File: config.mk
export PLATFORM = sky130hd
export DESIGN_NAME = nibble_spn_stream_decryptor
export DESIGN_NICKNAME = d
export VERILOG_FILES = /design/src/rtl/core/nsd_pkg.sv /design/src/rtl/core/nsd_front.sv /design/src/rtl/core/nsd_queue.sv /design/src/rtl/core/nsd_back.sv /design/src/rtl/core/nibble_spn_stream_decryptor.sv
export VERILOG_INCLUDE_DIRS = /design/src /design/src/rtl/core
export SDC_FILE = /design/constraint.sdc
export NUM_CORES = 1
export LEC_CHECK = 0
export BUFFER_PORTS_ARGS = -buffer_cell sky130_fd_sc_hd__buf_2
export CAP_MARGIN = 20
export CORE_ASPECT_RATIO = 0.6
export CORE_UTILIZATION = 45
export DETAILED_ROUTE_END_ITERATION = 10
export PLACE_DENSITY = 0.63
export SKIP_LAST_GASP = 1
export SLEW_MARGIN = 20
export SYNTH_ARGS = -nofsm -noshare
export SYNTH_HDL_FRONTEND = slang
export SYNTH_HIERARCHICAL = 1
export SYNTH_SLANG_ARGS = --single-unit
File: constraint.sdc
create_clock -name clk -period 3.6 [get_ports clk]
set_input_delay 0.72 -clock clk [delete_from_list [all_inputs] [get_ports clk]]
set_output_delay 0.72 -clock clk [all_outputs]
set_load 0.1 [all_outputs]
File: src/rtl/core/nibble_spn_stream_decryptor_macros.svh
// assertion macros shared by the decryptor rtl
`ifndef NIBBLE_SPN_STREAM_DECRYPTOR_MACROS_SVH
`define NIBBLE_SPN_STREAM_DECRYPTOR_MACROS_SVH

// same-cycle implication, checked outside reset
`define NSD_ASSERT_NOW(label, clk, rst_n, lhs, rhs) \
    label: assert property (@(posedge clk) disable iff (!rst_n) (lhs) |-> (rhs)) \
        else $error("nsd same-cycle check failed");

// next-cycle implication, checked outside reset
`define NSD_ASSERT_NEXT(label, clk, rst_n, lhs, rhs) \
    label: assert property (@(posedge clk) disable iff (!rst_n) (lhs) |=> (rhs)) \
        else $error("nsd next-cycle check failed");

`endif

File: src/rtl/core/nsd_pkg.sv
// types, constants and round function of the nibble spn decryptor
`default_nettype none

package nsd_pkg;

    localparam int NSD_WORD_W      = 16;
    localparam int NSD_RUN_LENGTH  = 16;
    localparam int NSD_QUEUE_DEPTH = 2;
    localparam int NSD_CFG_IDX_W   = 2;

    // register indexes of the configuration port
    localparam logic [NSD_CFG_IDX_W-1:0] NSD_REG_CIPHER_KEY  = 2'd0;
    localparam logic [NSD_CFG_IDX_W-1:0] NSD_REG_INIT_VECTOR = 2'd1;

    typedef logic [NSD_WORD_W-1:0] nsd_word_t;

    // one unit of work handed from the front to the back
    typedef struct packed {
        nsd_word_t new_chain;
        nsd_word_t whitening;
    } nsd_work_t;

    localparam logic [3:0] NSD_SBOX [4][16] = '{
        '{4'd13, 4'd14, 4'd1,  4'd11, 4'd7,  4'd9,  4'd10, 4'd0,
          4'd15, 4'd6,  4'd4,  4'd5,  4'd8,  4'd2,  4'd12, 4'd3},
        '{4'd12, 4'd3,  4'd14, 4'd6,  4'd7,  4'd15, 4'd2,  4'd13,
          4'd1,  4'd4,  4'd11, 4'd0,  4'd9,  4'd10, 4'd8,  4'd5},
        '{4'd6,  4'd12, 4'd0,  4'd10, 4'd1,  4'd5,  4'd14, 4'd9,
          4'd7,  4'd2,  4'd15, 4'd13, 4'd4,  4'd11, 4'd3,  4'd8},
        '{4'd9,  4'd12, 4'd8,  4'd7,  4'd10, 4'd4,  4'd0,  4'd15,
          4'd1,  4'd11, 4'd14, 4'd2,  4'd13, 4'd5,  4'd6,  4'd3}
    };

    // keyless round: per-nibble s-box, running xor, nibble-rotating spread
    function automatic nsd_word_t nsd_round(input nsd_word_t x);
        logic [3:0] acc;
        logic [3:0] nib [4];
        logic [1:0] dst;
        acc = x[15:12];
        for (int n = 0; n < 4; n++) begin
            nib[n] = 4'd0;
        end
        for (int k = 0; k < 4; k++) begin
            acc = acc ^ NSD_SBOX[k][x[4*k +: 4]];
            for (int i = 0; i < 4; i++) begin
                dst = 2'(k - i);
                nib[dst][i] = acc[i];
            end
        end
        return {nib[3], nib[2], nib[1], nib[0]};
    endfunction

endpackage

`default_nettype wire

File: src/rtl/core/nsd_front.sv
// front stage: chain and run tracking, first round, work hand-off
`default_nettype none

module nsd_front #(
    parameter int RUN_LENGTH = nsd_pkg::NSD_RUN_LENGTH
) (
    input  wire logic               clk,
    input  wire logic               rst_n,
    input  wire nsd_pkg::nsd_word_t cipher_key,
    input  wire nsd_pkg::nsd_word_t init_vector,
    input  wire logic               in_valid,
    output logic                    in_stall,
    input  wire nsd_pkg::nsd_word_t cipher_word,
    input  wire logic               restart,
    input  wire logic               q_full,
    output logic                    q_push,
    output nsd_pkg::nsd_work_t      q_data
);
    import nsd_pkg::*;

    localparam int CNT_W = (RUN_LENGTH > 2) ? $clog2(RUN_LENGTH) : 1;
    localparam logic [CNT_W-1:0] CNT_LAST = CNT_W'(RUN_LENGTH - 1);

    nsd_word_t         chain_value_reg, chain_value_next;
    logic [CNT_W-1:0]  word_count_reg, word_count_next;
    nsd_word_t         chain_eff;
    logic [CNT_W-1:0]  count_eff;
    nsd_word_t         new_chain;

    assign in_stall = q_full;
    assign q_push   = in_valid && !q_full;

    always_comb
    begin
        chain_eff = restart ? init_vector : chain_value_reg;
        count_eff = restart ? '0 : word_count_reg;
        new_chain = nsd_round(cipher_word ^ chain_eff);

        q_data.new_chain = new_chain;
        q_data.whitening = cipher_key ^ chain_eff;

        chain_value_next = chain_value_reg;
        word_count_next  = word_count_reg;
        if (q_push)
        begin
            if (count_eff == CNT_LAST)
            begin
                chain_value_next = init_vector;
                word_count_next  = '0;
            end
            else
            begin
                chain_value_next = new_chain;
                word_count_next  = count_eff + CNT_W'(1);
            end
        end
    end

    always_ff @(posedge clk or negedge rst_n)
    begin
        if (!rst_n)
        begin
            chain_value_reg <= '0;
            word_count_reg  <= '0;
        end
        else
        begin
            chain_value_reg <= chain_value_next;
            word_count_reg  <= word_count_next;
        end
    end

endmodule

`default_nettype wire

File: src/rtl/core/nsd_queue.sv
// short work queue between front and back
`default_nettype none

module nsd_queue (
    input  wire logic               clk,
    input  wire logic               rst_n,
    input  wire logic               push,
    input  wire nsd_pkg::nsd_work_t push_data,
    output logic                    full,
    input  wire logic               pop,
    output logic                    pop_valid,
    output nsd_pkg::nsd_work_t      pop_data
);
    import nsd_pkg::*;

    localparam int DEPTH = NSD_QUEUE_DEPTH;
    localparam int PTR_W = (DEPTH > 2) ? $clog2(DEPTH) : 1;
    localparam int CNT_W = $clog2(DEPTH + 1);
    localparam logic [PTR_W-1:0] PTR_LAST = PTR_W'(DEPTH - 1);
    localparam logic [CNT_W-1:0] CNT_FULL = CNT_W'(DEPTH);

    nsd_work_t         entry_reg [DEPTH];
    logic [PTR_W-1:0]  wr_ptr_reg, wr_ptr_next;
    logic [PTR_W-1:0]  rd_ptr_reg, rd_ptr_next;
    logic [CNT_W-1:0]  count_reg, count_next;
    logic              do_push, do_pop;

    assign full      = (count_reg == CNT_FULL);
    assign pop_valid = (count_reg != '0);
    assign pop_data  = entry_reg[rd_ptr_reg];
    assign do_push   = push && !full;
    assign do_pop    = pop && pop_valid;

    always_comb
    begin
        wr_ptr_next = wr_ptr_reg;
        rd_ptr_next = rd_ptr_reg;
        count_next  = count_reg;
        if (do_push)
        begin
            wr_ptr_next = (wr_ptr_reg == PTR_LAST) ? '0 : wr_ptr_reg + PTR_W'(1);
        end
        if (do_pop)
        begin
            rd_ptr_next = (rd_ptr_reg == PTR_LAST) ? '0 : rd_ptr_reg + PTR_W'(1);
        end
        case ({do_push, do_pop})
            2'b10:   count_next = count_reg + CNT_W'(1);
            2'b01:   count_next = count_reg - CNT_W'(1);
            default: count_next = count_reg;
        endcase
    end

    always_ff @(posedge clk or negedge rst_n)
    begin
        if (!rst_n)
        begin
            wr_ptr_reg <= '0;
            rd_ptr_reg <= '0;
            count_reg  <= '0;
        end
        else
        begin
            wr_ptr_reg <= wr_ptr_next;
            rd_ptr_reg <= rd_ptr_next;
            count_reg  <= count_next;
        end
    end

    always_ff @(posedge clk)
    begin
        if (do_push)
        begin
            entry_reg[wr_ptr_reg] <= push_data;
        end
    end

endmodule

`default_nettype wire

File: src/rtl/core/nsd_back.sv
// back stage: second round, whitening, output register
`default_nettype none

module nsd_back (
    input  wire logic               clk,
    input  wire logic               rst_n,
    input  wire nsd_pkg::nsd_word_t cipher_key,
    input  wire logic               q_valid,
    input  wire nsd_pkg::nsd_work_t q_data,
    output logic                    q_pop,
    output logic                    out_valid,
    input  wire logic               out_stall,
    output nsd_pkg::nsd_word_t      plain_word
);
    import nsd_pkg::*;

    logic      out_valid_reg, out_valid_next;
    nsd_word_t plain_word_reg;
    nsd_word_t plain_calc;

    assign q_pop      = q_valid && (!out_valid_reg || !out_stall);
    assign plain_calc = nsd_round(cipher_key ^ q_data.new_chain) ^ q_data.whitening;
    assign out_valid  = out_valid_reg;
    assign plain_word = plain_word_reg;

    always_comb
    begin
        out_valid_next = out_valid_reg;
        if (q_pop)
        begin
            out_valid_next = 1'b1;
        end
        else if (!out_stall)
        begin
            out_valid_next = 1'b0;
        end
    end

    always_ff @(posedge clk or negedge rst_n)
    begin
        if (!rst_n)
        begin
            out_valid_reg <= 1'b0;
        end
        else
        begin
            out_valid_reg <= out_valid_next;
        end
    end

    always_ff @(posedge clk)
    begin
        if (q_pop)
        begin
            plain_word_reg <= plain_calc;
        end
    end

endmodule

`default_nettype wire

File: src/rtl/core/nibble_spn_stream_decryptor.sv
// top level of the nibble spn stream decryptor
// usage:
// - input channel: cipher_word and restart move on in_valid high, in_stall low;
//   restart reloads the chain from init_vector and opens a new run first
// - output channel: one plain_word per input word, in order, on out_valid
//   high, out_stall low
// - config channel: cfg_index 0 writes cipher_key, 1 writes init_vector;
//   cfg_ready is always high, other indexes are dropped; write only when idle
// - a taken word goes into the work queue, then into the output register
// - throughput: one word per cycle while in_stall is low; the front round plus
//   chain update closes the chain loop, the back round runs in its own stage
// - a two-entry work queue sits between front and back; out_stall holds the
//   output register, the queue absorbs two words, then in_stall rises
// - reset clears chain, run count, queue, output valid and both registers;
//   the chain starts at zero until a restart or the end of a run loads the vector
// - every RUN_LENGTH words the chain reloads init_vector by itself
`default_nettype none

`include "nibble_spn_stream_decryptor_macros.svh"

module nibble_spn_stream_decryptor #(
    parameter int RUN_LENGTH = nsd_pkg::NSD_RUN_LENGTH
) (
    input  wire logic                               clk,
    input  wire logic                               rst_n,
    // config write channel
    input  wire logic                               cfg_valid,
    output logic                                    cfg_ready,
    input  wire logic [nsd_pkg::NSD_CFG_IDX_W-1:0]  cfg_index,
    input  wire nsd_pkg::nsd_word_t                 cfg_data,
    // input word channel
    input  wire logic                               in_valid,
    output logic                                    in_stall,
    input  wire nsd_pkg::nsd_word_t                 cipher_word,
    input  wire logic                               restart,
    // output word channel
    output logic                                    out_valid,
    input  wire logic                               out_stall,
    output nsd_pkg::nsd_word_t                      plain_word
);
    import nsd_pkg::*;

    // configuration registers
    nsd_word_t cipher_key_reg, cipher_key_next;
    nsd_word_t init_vector_reg, init_vector_next;

    // front to queue to back
    logic      q_push;
    logic      q_full;
    nsd_work_t q_push_data;
    logic      q_valid;
    logic      q_pop;
    nsd_work_t q_pop_data;

    assign cfg_ready = 1'b1;

    // config transfer decode, unknown indexes ignored
    always_comb
    begin
        cipher_key_next  = cipher_key_reg;
        init_vector_next = init_vector_reg;
        if (cfg_valid && cfg_ready)
        begin
            case (cfg_index)
                NSD_REG_CIPHER_KEY:  cipher_key_next  = cfg_data;
                NSD_REG_INIT_VECTOR: init_vector_next = cfg_data;
                default:
                begin
                    cipher_key_next  = cipher_key_reg;
                    init_vector_next = init_vector_reg;
                end
            endcase
        end
    end

    always_ff @(posedge clk or negedge rst_n)
    begin
        if (!rst_n)
        begin
            cipher_key_reg  <= '0;
            init_vector_reg <= '0;
        end
        else
        begin
            cipher_key_reg  <= cipher_key_next;
            init_vector_reg <= init_vector_next;
        end
    end

    // front: accepts words, tracks chain and run, does the first round
    nsd_front #(
        .RUN_LENGTH (RUN_LENGTH)
    ) u_front (
        .clk         (clk),
        .rst_n       (rst_n),
        .cipher_key  (cipher_key_reg),
        .init_vector (init_vector_reg),
        .in_valid    (in_valid),
        .in_stall    (in_stall),
        .cipher_word (cipher_word),
        .restart     (restart),
        .q_full      (q_full),
        .q_push      (q_push),
        .q_data      (q_push_data)
    );

    // short queue decoupling the two halves
    nsd_queue u_queue (
        .clk       (clk),
        .rst_n     (rst_n),
        .push      (q_push),
        .push_data (q_push_data),
        .full      (q_full),
        .pop       (q_pop),
        .pop_valid (q_valid),
        .pop_data  (q_pop_data)
    );

    // back: second round, whitening, output register
    nsd_back u_back (
        .clk        (clk),
        .rst_n      (rst_n),
        .cipher_key (cipher_key_reg),
        .q_valid    (q_valid),
        .q_data     (q_pop_data),
        .q_pop      (q_pop),
        .out_valid  (out_valid),
        .out_stall  (out_stall),
        .plain_word (plain_word)
    );

    // an accepted word is waiting for the back stage in the next cycle
    `NSD_ASSERT_NEXT(a_accept_reaches_queue, clk, rst_n, in_valid && !in_stall, q_valid)
    // a word taken by the back stage is offered at the output next cycle
    `NSD_ASSERT_NEXT(a_pop_fills_output, clk, rst_n, q_pop, out_valid)
    // a held result is never overwritten from the queue
    `NSD_ASSERT_NOW(a_no_pop_while_held, clk, rst_n, out_valid && out_stall, !q_pop)

endmodule

`default_nettype wire

Yosys cells after proc, flatten, opt, wreduce, memory -nomap -nowiden:

Memory sizes are Yosys's and may differ from the RTL's.
Index checks and enable logic that the tools add are counted.

* bits in registers: 73
* RAM bits: 64
* memory bits (read-only): 512
* input bits: 40
* output and inout bits: 19
* word-level logic and storage cells: 97
* memories: 9

* add/sub/neg operators: 5
* $lt $le $gt $ge: 8
* equal/unequal tests: 6
* multiplexer cells: 27
* bitwise operators: 20
* reductions and logical operators: 13

Memories
* (name not given): words 16, bits a word 4, rd ports 1, clocked after memory_dff 0, wr ports 0, line nsd_pkg.sv:44 `acc = acc ^ NSD_SBOX[k][x[4*k +: 4]];`
* (name not given): words 16, bits a word 4, rd ports 1, clocked after memory_dff 0, wr ports 0, line nsd_pkg.sv:44
* (name not given): words 16, bits a word 4, rd ports 1, clocked after memory_dff 0, wr ports 0, line nsd_pkg.sv:44
* (name not given): words 16, bits a word 4, rd ports 1, clocked after memory_dff 0, wr ports 0, line nsd_pkg.sv:44
* (name not given): words 16, bits a word 4, rd ports 1, clocked after memory_dff 0, wr ports 0, line nsd_pkg.sv:44
* (name not given): words 16, bits a word 4, rd ports 1, clocked after memory_dff 0, wr ports 0, line nsd_pkg.sv:44
* +3 memories

Operators by type and width (count)
* 4-bit two-way mux: 18
* 16-bit bitwise XOR: 4
* 5-bit greater-or-equal comparator, second input constant: 8
* 4-bit NOT with 5-bit output: 8
* 16-bit two-way mux: 2
* 4-bit bitwise XOR: 8
* 1-bit two-way mux: 6
* 4-bit by 1-bit adder with 4-bit output, second input constant: 1
* 2-bit by 1-bit == test with 1-bit output, second input constant: 2
* 2-bit == test, second input constant: 2
* 4-bit == test, second input constant: 1
* 1-bit logical AND: 4
* 2-bit case mux with 2 select lines: 1
* 2-bit AND reduction: 2
* 2-bit nonzero test: 2
* 1-bit logical NOT: 3
* 1-bit adder, second input constant: 2
* 2-bit by 1-bit adder with 2-bit output, second input constant: 1
* 2-bit logical NOT: 1
* 2-bit by 1-bit != test with 1-bit output, second input constant: 1
* 2-bit by 1-bit subtractor with 2-bit output, second input constant: 1
* 1-bit logical OR: 1

Longest topological paths before layout:

Gate-level depths: netlist of the first run.

* depth in word-level cells: 11
* depth in mapped cells: 12
* depth with buffers taken out: 10

By module:

Netlist of the first run, hierarchy kept.

By module, submodules not included
* nsd_queue: instances 1, cells an instance 118, area an instance 2519.9 µm², sequential area each 2021.9 µm²
* nsd_front: instances 1, cells an instance 257, area an instance 2352.3 µm², sequential area each 500.5 µm²
* nsd_back: instances 1, cells an instance 155, area an instance 1730.4 µm², sequential area each 505.5 µm²
* nibble_spn_stream_decryptor: instances 1, cells an instance 70, area an instance 1223.7 µm², sequential area each 800.8 µm²

Least setup slack after synthesis of the first run:

No wires, ideal clock.

* path type: input to register
* start point: in in_valid
* end point: mem u_queue/entry_reg[0][0] in the netlist's numbering (enable)
* library setup time: 0.421 ns
* arrival time: 2.870 ns
* required time: 3.179 ns
* path slack: 0.309 ns
* stages on the path: 6
* buffers on the path: 2
* cell sequence: nand2b_1 clkbuf_1 inv_1 clkbuf_1 nand2_1 nor2_1

* longest elaborated chain between the ends: 4

RTL lines
* from (decl): line nibble_spn_stream_decryptor.sv:32 `input wire logic in_valid,`
* 1-bit logical AND: line nsd_front.sv:31 `assign q_push = in_valid && !q_full;`
* net q_push: line nibble_spn_stream_decryptor.sv:48 `logic q_push;`
* 1-bit logical AND: line nsd_queue.sv:31 `assign do_push = push && !full;`
* 1-bit two-way mux: line nsd_queue.sv:72 `if (do_push)`
* 1-bit two-way mux (not written as such): line nsd_queue.sv:74 `entry_reg[wr_ptr_reg] <= push_data;`
* to (decl): line nsd_queue.sv:22 `nsd_work_t entry_reg [DEPTH];`

The timed path passes the listed nets, and every way through them passes these cells.

==> results of run 1 <==
routing by layer:
layer | global-route usage [%] | routed length (um) | vias up | share of wire, %
li1 | - | - | 2357 | -
met1 | 31.2 | 8830 | 2517 | 49
met2 | 32.4 | 8060 | 132 | 45
met3 | 4.53 | 868 | 11 | 4.8
met4 | 6.26 | 153 | 0 | 0.85
met5 | 0 | 0 | - | 0
layout make-up:
cell class,count,area share [%]
flip-flops and latches,137,41.9
clock buffers,23,5.01
inverters,26,1.07
repair buffers,97,6.54
well taps,228,3.12
clock inverters,9,1.09
multi-input cells,420,41.3
logic make-up (layout without fill, tap and decap cells):
| group | after synthesis | in the layout | share of synthesized area, % |
|---|---|---|---|
| flops | 137 | 137 | 48.9 |
| xor+xnor | 118 | 118 | 14.6 |
| mux | 101 | 101 | 15.8 |
| simple gates | 97 | 97 | 6.54 |
| compound gates | 74 | 74 | 6.41 |
| buf+inv | 43 | 155 | 3.04 |
| fa+ha+maj | 29 | 29 | 4.64 |
| other cells | 1 | 1 | 0.0479 |
cells in the mapped netlist (all sizes together) (15+ instances only):
| master | count |
|---|---|
| xnor2 | 91 |
| edfxtp | 80 |
| mux2 | 66 |
| dfrtp | 57 |
| ha | 29 |
| mux2i | 27 |
| nand2 | 27 |
| inv | 26 |
| xor2 | 26 |
| nor2 | 25 |
| a21oi | 23 |
| o21ai | 15 |
worst max path at each step:
stage          slack [ns]                      startpoint                                endpoint
2_1_floorplan        0.31                        in_valid       u_queue/entry_reg[0][0]$_DFFE_PP_
5_1_grt              0.03  u_queue/rd_ptr_reg$_DFFE_PN0P_          u_back/plain_word[6]$_DFFE_PP_
3_3_place_gp        -0.06                         restart  u_front/chain_value_reg[3]$_DFFE_PN0P_
6_report             0.20  u_queue/rd_ptr_reg$_DFFE_PN0P_          u_back/plain_word[6]$_DFFE_PP_
4_1_cts              0.08  u_queue/rd_ptr_reg$_DFFE_PN0P_         u_back/plain_word[12]$_DFFE_PP_
3_5_place_dp        -0.15                         restart  u_front/chain_value_reg[3]$_DFFE_PN0P_
cells in the final DEF, fill, tap and decap left out, drive strengths merged, types with 2 or more instances in the layout:
cell,n
mux2,66
nand4b,3
mux4,8
nor4,2
nand2b,3
xnor2,91
a221oi,2
o221ai,2
edfxtp,80
and3,7
a31oi,3
clkbuf,23
and2,3
a21oi,23
inv,26
a21o,3
clkinv,6
o221a,2
nor2b,3
nor3,4
bufinv,2
o211ai,2
mux2i,27
xor2,26
nor4b,2
nand3,8
buf,97
or2,4
ha,29
nand2,27
dfrtp,57
o21ai,15
a21boi,2
o31a,2
nor2,25
a221o,5
a211oi,4
metrics by stage:
| step | TNS (ns) | util, % | hold slack, ns | area (um2) | setup WS, ns |
|---|---|---|---|---|---|
| after floorplan | 0 | - | 0.424 | 7830 | 0.309 |
| after global placement | -0.0614 | 51.6 | 0.472 | 8580 | -0.0614 |
| after detailed placement | -0.204 | 51.6 | 0.479 | 8580 | -0.145 |
| after CTS | 0 | 55.0 | 0.453 | 9130 | 0.0757 |
| after global routing | 0 | 55.0 | 0.508 | 9140 | 0.0279 |
| final | 0 | 55.0 | 0.437 | 9140 | 0.203 |
timing repair:
item | in CTS | in global routing
resized for setup | 0 | 2
hold endpoints to repair | 0 | 0
endpoints found under the setup margin | 0 | 4
==> flow_metrics.py, run 1 <==
metrics = {
    "detailed_routing": {
        "drtPass1Iterations": 5,
        "detailroute.via_count": 5017,
        "routed_wire_length_per_instance_um": 19.0,
        "wl_um": 17900,
        "starting_drc_count_in_detailed_routing": 299,
        "antenna_violating_nets_post_route": 0,
        "vias_per_cell": 5.34,
        "detail_route.drc_violations": 0,
    },
    "timing": {
        "final-setup-viol-count": 0,
        "final.period_utilization_pct": 94.4,
        "timing.max_slew.rel_slack_pct": 29.7,
        "period_needed_ns": 3.40,
        "timing.final.max_slew_violations": 0,
        "skew_ns": 0.0101,
        "worstMarginPinSlew_ns": 1.05,
        "fmax_mhz": 294,
        "report.final.hold_viol_count": 0,
        "grt_setup_unrepaired": "false",
    },
    "logic_synthesis": {
        "synthDominantCellAreaShare_pct": 30.7,
        "synth_fp_nets": 669,
        "post_synth_num_cell_types": 66,
        "ys_ff_latch": 137,
        "synth_area_per_cell_um2": 13.0,
        "synth_top_flop_cell": "edfxtp_1",
        "syn-instance-count": 600,
        "synth-edff-count": 80,
        "yosysTopAreaCell": "edfxtp_1",
        "synth_async_sr_flop_share_pct": 41.6,
        "yosysWarningCount": 6,
        "seq_area_frac_synth_pct": 48.9,
        "synth_area_leaders": "edfxtp_1, dfrtp_1, mux2_2",
        "synth.cell_area_um2": 7830,
    },
    "setup_path": {
        "critical_path.top_delay_family": "multiplexers",
        "critical-path-slowest-cell": "dfrtp_2",
        "worstPathCellList": "mux2_2 -> xor2_1 -> inv_1 -> ha_1 -> mux4_2 -> nor4b_1 -> a2111oi_2 -> xnor2_1",
        "crit-reg2reg-launch": "u_queue/rd_ptr_reg$_DFFE_PN0P_",
        "critical_path_class": "reg -> reg",
        "critical_path_depth": 8,
        "crit_arrival_ns": 3.55,
        "worst-r2r-cell-count": 8,
        "longest_individual_stage_delay_on_the_worst_path_ns": 0.53,
        "worstPathRequired_ns": 3.75,
        "start_kind": "register",
        "crit_buf_inv": 1,
        "timing.reg2reg.setup_slack_ns": 0.20,
        "path_max_fanout": 10,
        "regToRegEndpoint": "u_back/plain_word[6]$_DFFE_PP_",
        "worstSetupEndpointType": "register",
    },
    "place": {
        "hpwl_um": 13400,
        "numPortBuffers": 57,
        "routabilityCongestion": 0.891,
        "dp.cells": 908,
    },
    "layout": {
        "area.sequential_um2": 3830,
        "largest_register_ffs": 64,
        "finish.net_count": 768,
        "area_growth_pct": 16.8,
        "layout.filler_cells": 1374,
        "multi_input_area_um2": 3770,
        "post_route_cells_drive_above_1_share_pct": 32.0,
        "non_filler_instances": 940,
        "n_antenna_cell": 0,
    },
    "clock_tree": {
        "root_buffer": "clkbuf_16",
        "htree_levels": 4,
        "clkLatencyLatePin_ns": 0.42,
        "cts_setup_buffers": 0,
        "clock_path_buffers": 2,
        "clock_buffers_created_by_tritoncts": 17,
        "cts_hold_buf": 0,
        "cts.clk_slew.worst_paths_ns": 0.06,
        "cts_tree": "done",
        "clock_sinks": 137,
    },
    "global_route": {
        "grt_first_pass_wirelength_um": 28300,
        "grt_pass1_vias": 5098,
        "track_usage_pct": 21.6,
        "antenna_found_initial": 0,
        "largest_net_degree_at_the_start_of_global_routing": 39,
        "grt-ovfl-total": 0,
    },
    "job": {
        "maxCapViolations": 0,
    },
    "floorplanning": {
        "start_util_pct": 47.1,
        "core_area_um2": 16600,
        "core.rowCount": 36,
        "die_height_um": 104,
        "fp.dieArea_um2": 17900,
        "boundaryPins": 59,
        "die_w_um": 172,
    },
    "hold_path": {
        "timing.hold.worst.class": "in -> async",
    },
    "status": {
        "outcome": "complete, no violations",
    },
}
Power of run 1 is not shown: default switching activity piles up to over one toggle a cycle in this logic, so the estimate is an artifact.
==> run 2: changes to the inputs <==
--- a/config.mk
+++ b/config.mk
@@ -10,6 +10,7 @@
 export CAP_MARGIN = 20
 export CORE_ASPECT_RATIO = 0.6
 export CORE_UTILIZATION = 45
+export CTS_BUF_LIST = sky130_fd_sc_hd__clkbuf_8
 export DETAILED_ROUTE_END_ITERATION = 10
 export PLACE_DENSITY = 0.63
 export SKIP_LAST_GASP = 1
==> flow_metrics.py, run 2 (synthesized netlist as in run 1, its figures left out) <==
metrics = {
    "global_route": {
        "largest_net_degree_at_the_start_of_global_routing": 39,
        "grt_pass1_vias": 5065,
        "grt_first_pass_wirelength_um": 28100,
        "grt-ovfl-total": 0,
        "antenna_found_initial": 0,
        "track_usage_pct": 21.4,
    },
    "floorplanning": {
        "die_height_um": 104,
        "start_util_pct": 47.1,
        "boundaryPins": 59,
        "core.rowCount": 36,
        "fp.dieArea_um2": 17900,
        "core_area_um2": 16600,
        "die_w_um": 172,
    },
    "job": {
        "maxCapViolations": 0,
    },
    "timing": {
        "report.final.hold_viol_count": 0,
        "timing.final.max_slew_violations": 0,
        "skew_ns": 0.0142,
        "worstMarginPinSlew_ns": 1.04,
        "timing.max_slew.rel_slack_pct": 30.3,
        "grt_setup_unrepaired": "false",
        "final.period_utilization_pct": 93.6,
        "fmax_mhz": 297,
        "final-setup-viol-count": 0,
        "period_needed_ns": 3.37,
    },
    "detailed_routing": {
        "vias_per_cell": 5.38,
        "detailroute.via_count": 5056,
        "starting_drc_count_in_detailed_routing": 364,
        "routed_wire_length_per_instance_um": 19.0,
        "detail_route.drc_violations": 0,
        "drtPass1Iterations": 5,
        "wl_um": 17900,
        "antenna_violating_nets_post_route": 0,
    },
    "layout": {
        "largest_register_ffs": 64,
        "post_route_cells_drive_above_1_share_pct": 32.0,
        "final_design_area_no_fill_um2": 8950,
        "finish.net_count": 768,
        "n_antenna_cell": 0,
        "area_growth_pct": 14.4,
        "final_cell_mix": "xnor2_1, edfxtp_1, mux2_2, buf_2, dfrtp_1",
        "final_common_cell": "xnor2_1",
    },
    "setup_path": {
        "critical_path_class": "reg -> reg",
        "worstPathRequired_ns": 3.78,
        "worstSetupEndpointType": "register",
        "crit_arrival_ns": 3.55,
        "path_max_fanout": 10,
        "start_kind": "register",
    },
    "clock_tree": {
        "htree_levels": 4,
        "cts.clk_slew.worst_paths_ns": 0.08,
        "cts_setup_buffers": 0,
        "clock_path_buffers": 2,
        "clock_buffers_created_by_tritoncts": 17,
        "clkLatencyLatePin_ns": 0.44,
        "cts_tree": "done",
        "clock_sinks": 137,
        "root_buffer": "clkbuf_8",
        "cts_hold_buf": 0,
    },
    "hold_path": {
        "timing.hold.worst.class": "in -> async",
    },
    "place": {
        "numPortBuffers": 57,
        "routabilityCongestion": 0.891,
        "placed_cell_area_um2": 8580,
        "hpwl_um": 13400,
    },
    "status": {
        "outcome": "complete, no violations",
    },
}
[run 2: through the flow]
step | worst slack (ns) | hold slack [ns] | instances | utilization (%) | TNS, ns
floorplan | 0.309 | 0.424 | 600 | - | 0
global placement | -0.0614 | 0.472 | 908 | 51.6 | -0.0614
detailed placement | -0.145 | 0.479 | 908 | 51.6 | -0.204
CTS | 0.0789 | 0.403 | 940 | 53.8 | 0
global route | 0.0270 | 0.470 | 940 | 53.8 | 0
finish | 0.229 | 0.407 | 940 | 53.8 | 0
[run 2: path summary, 6_finish.rpt]
check,to,slack (ns),from,cells after the start
min,init_vector_reg[11]$_DFFE_PN0P_,0.41,rst_n,1
max reg2reg,u_back/plain_word[6]$_DFFE_PP_,0.23,u_queue/rd_ptr_reg$_DFFE_PN0P_,8
min in group clk,u_queue/count_reg[1]$_DFFE_PN0P_,0.49,u_queue/count_reg[1]$_DFFE_PN0P_,1
max in group asynchronous,u_queue/rd_ptr_reg$_DFFE_PN0P_,2.36,rst_n,2
min reg2reg,u_queue/count_reg[1]$_DFFE_PN0P_,0.49,u_queue/count_reg[1]$_DFFE_PN0P_,1
max,u_back/plain_word[6]$_DFFE_PP_,0.23,u_queue/rd_ptr_reg$_DFFE_PN0P_,8
[run 2: what timing repair did]
item / CTS / global route
endpoints found under the setup margin: 0 / 4
hold endpoints to repair: 0 / 0
resized for setup: 0 / 2
[run 2: layout make-up]
cell class                 instances  area [um2]
multi-input combinational        420        3770
timing repair buffer              97         598
clock inverter                    14         119
fill                            1404        7670
inverter                          26        97.6
sequential                       137        3830
clock buffer                      18         248
tap                              228         285
[run 2: critical path, cell delays in order, from the launching register on]
cell	delay, ns
dfrtp_2	0.53
mux2_2	0.38
xor2_1	0.45
inv_1	0.18
ha_1	0.23
mux4_2	0.53
nor4b_1	0.19
a2111oi_2	0.50
xnor2_1	0.13
[run 2: routing by layer]
metal	track usage [%]	share of wire, %
met1	31.2	50
met2	32.3	45
met4	5.69	0.80
met5	0	0
met3	4.19	4.7
Power of run 2 is left out for the same reason.
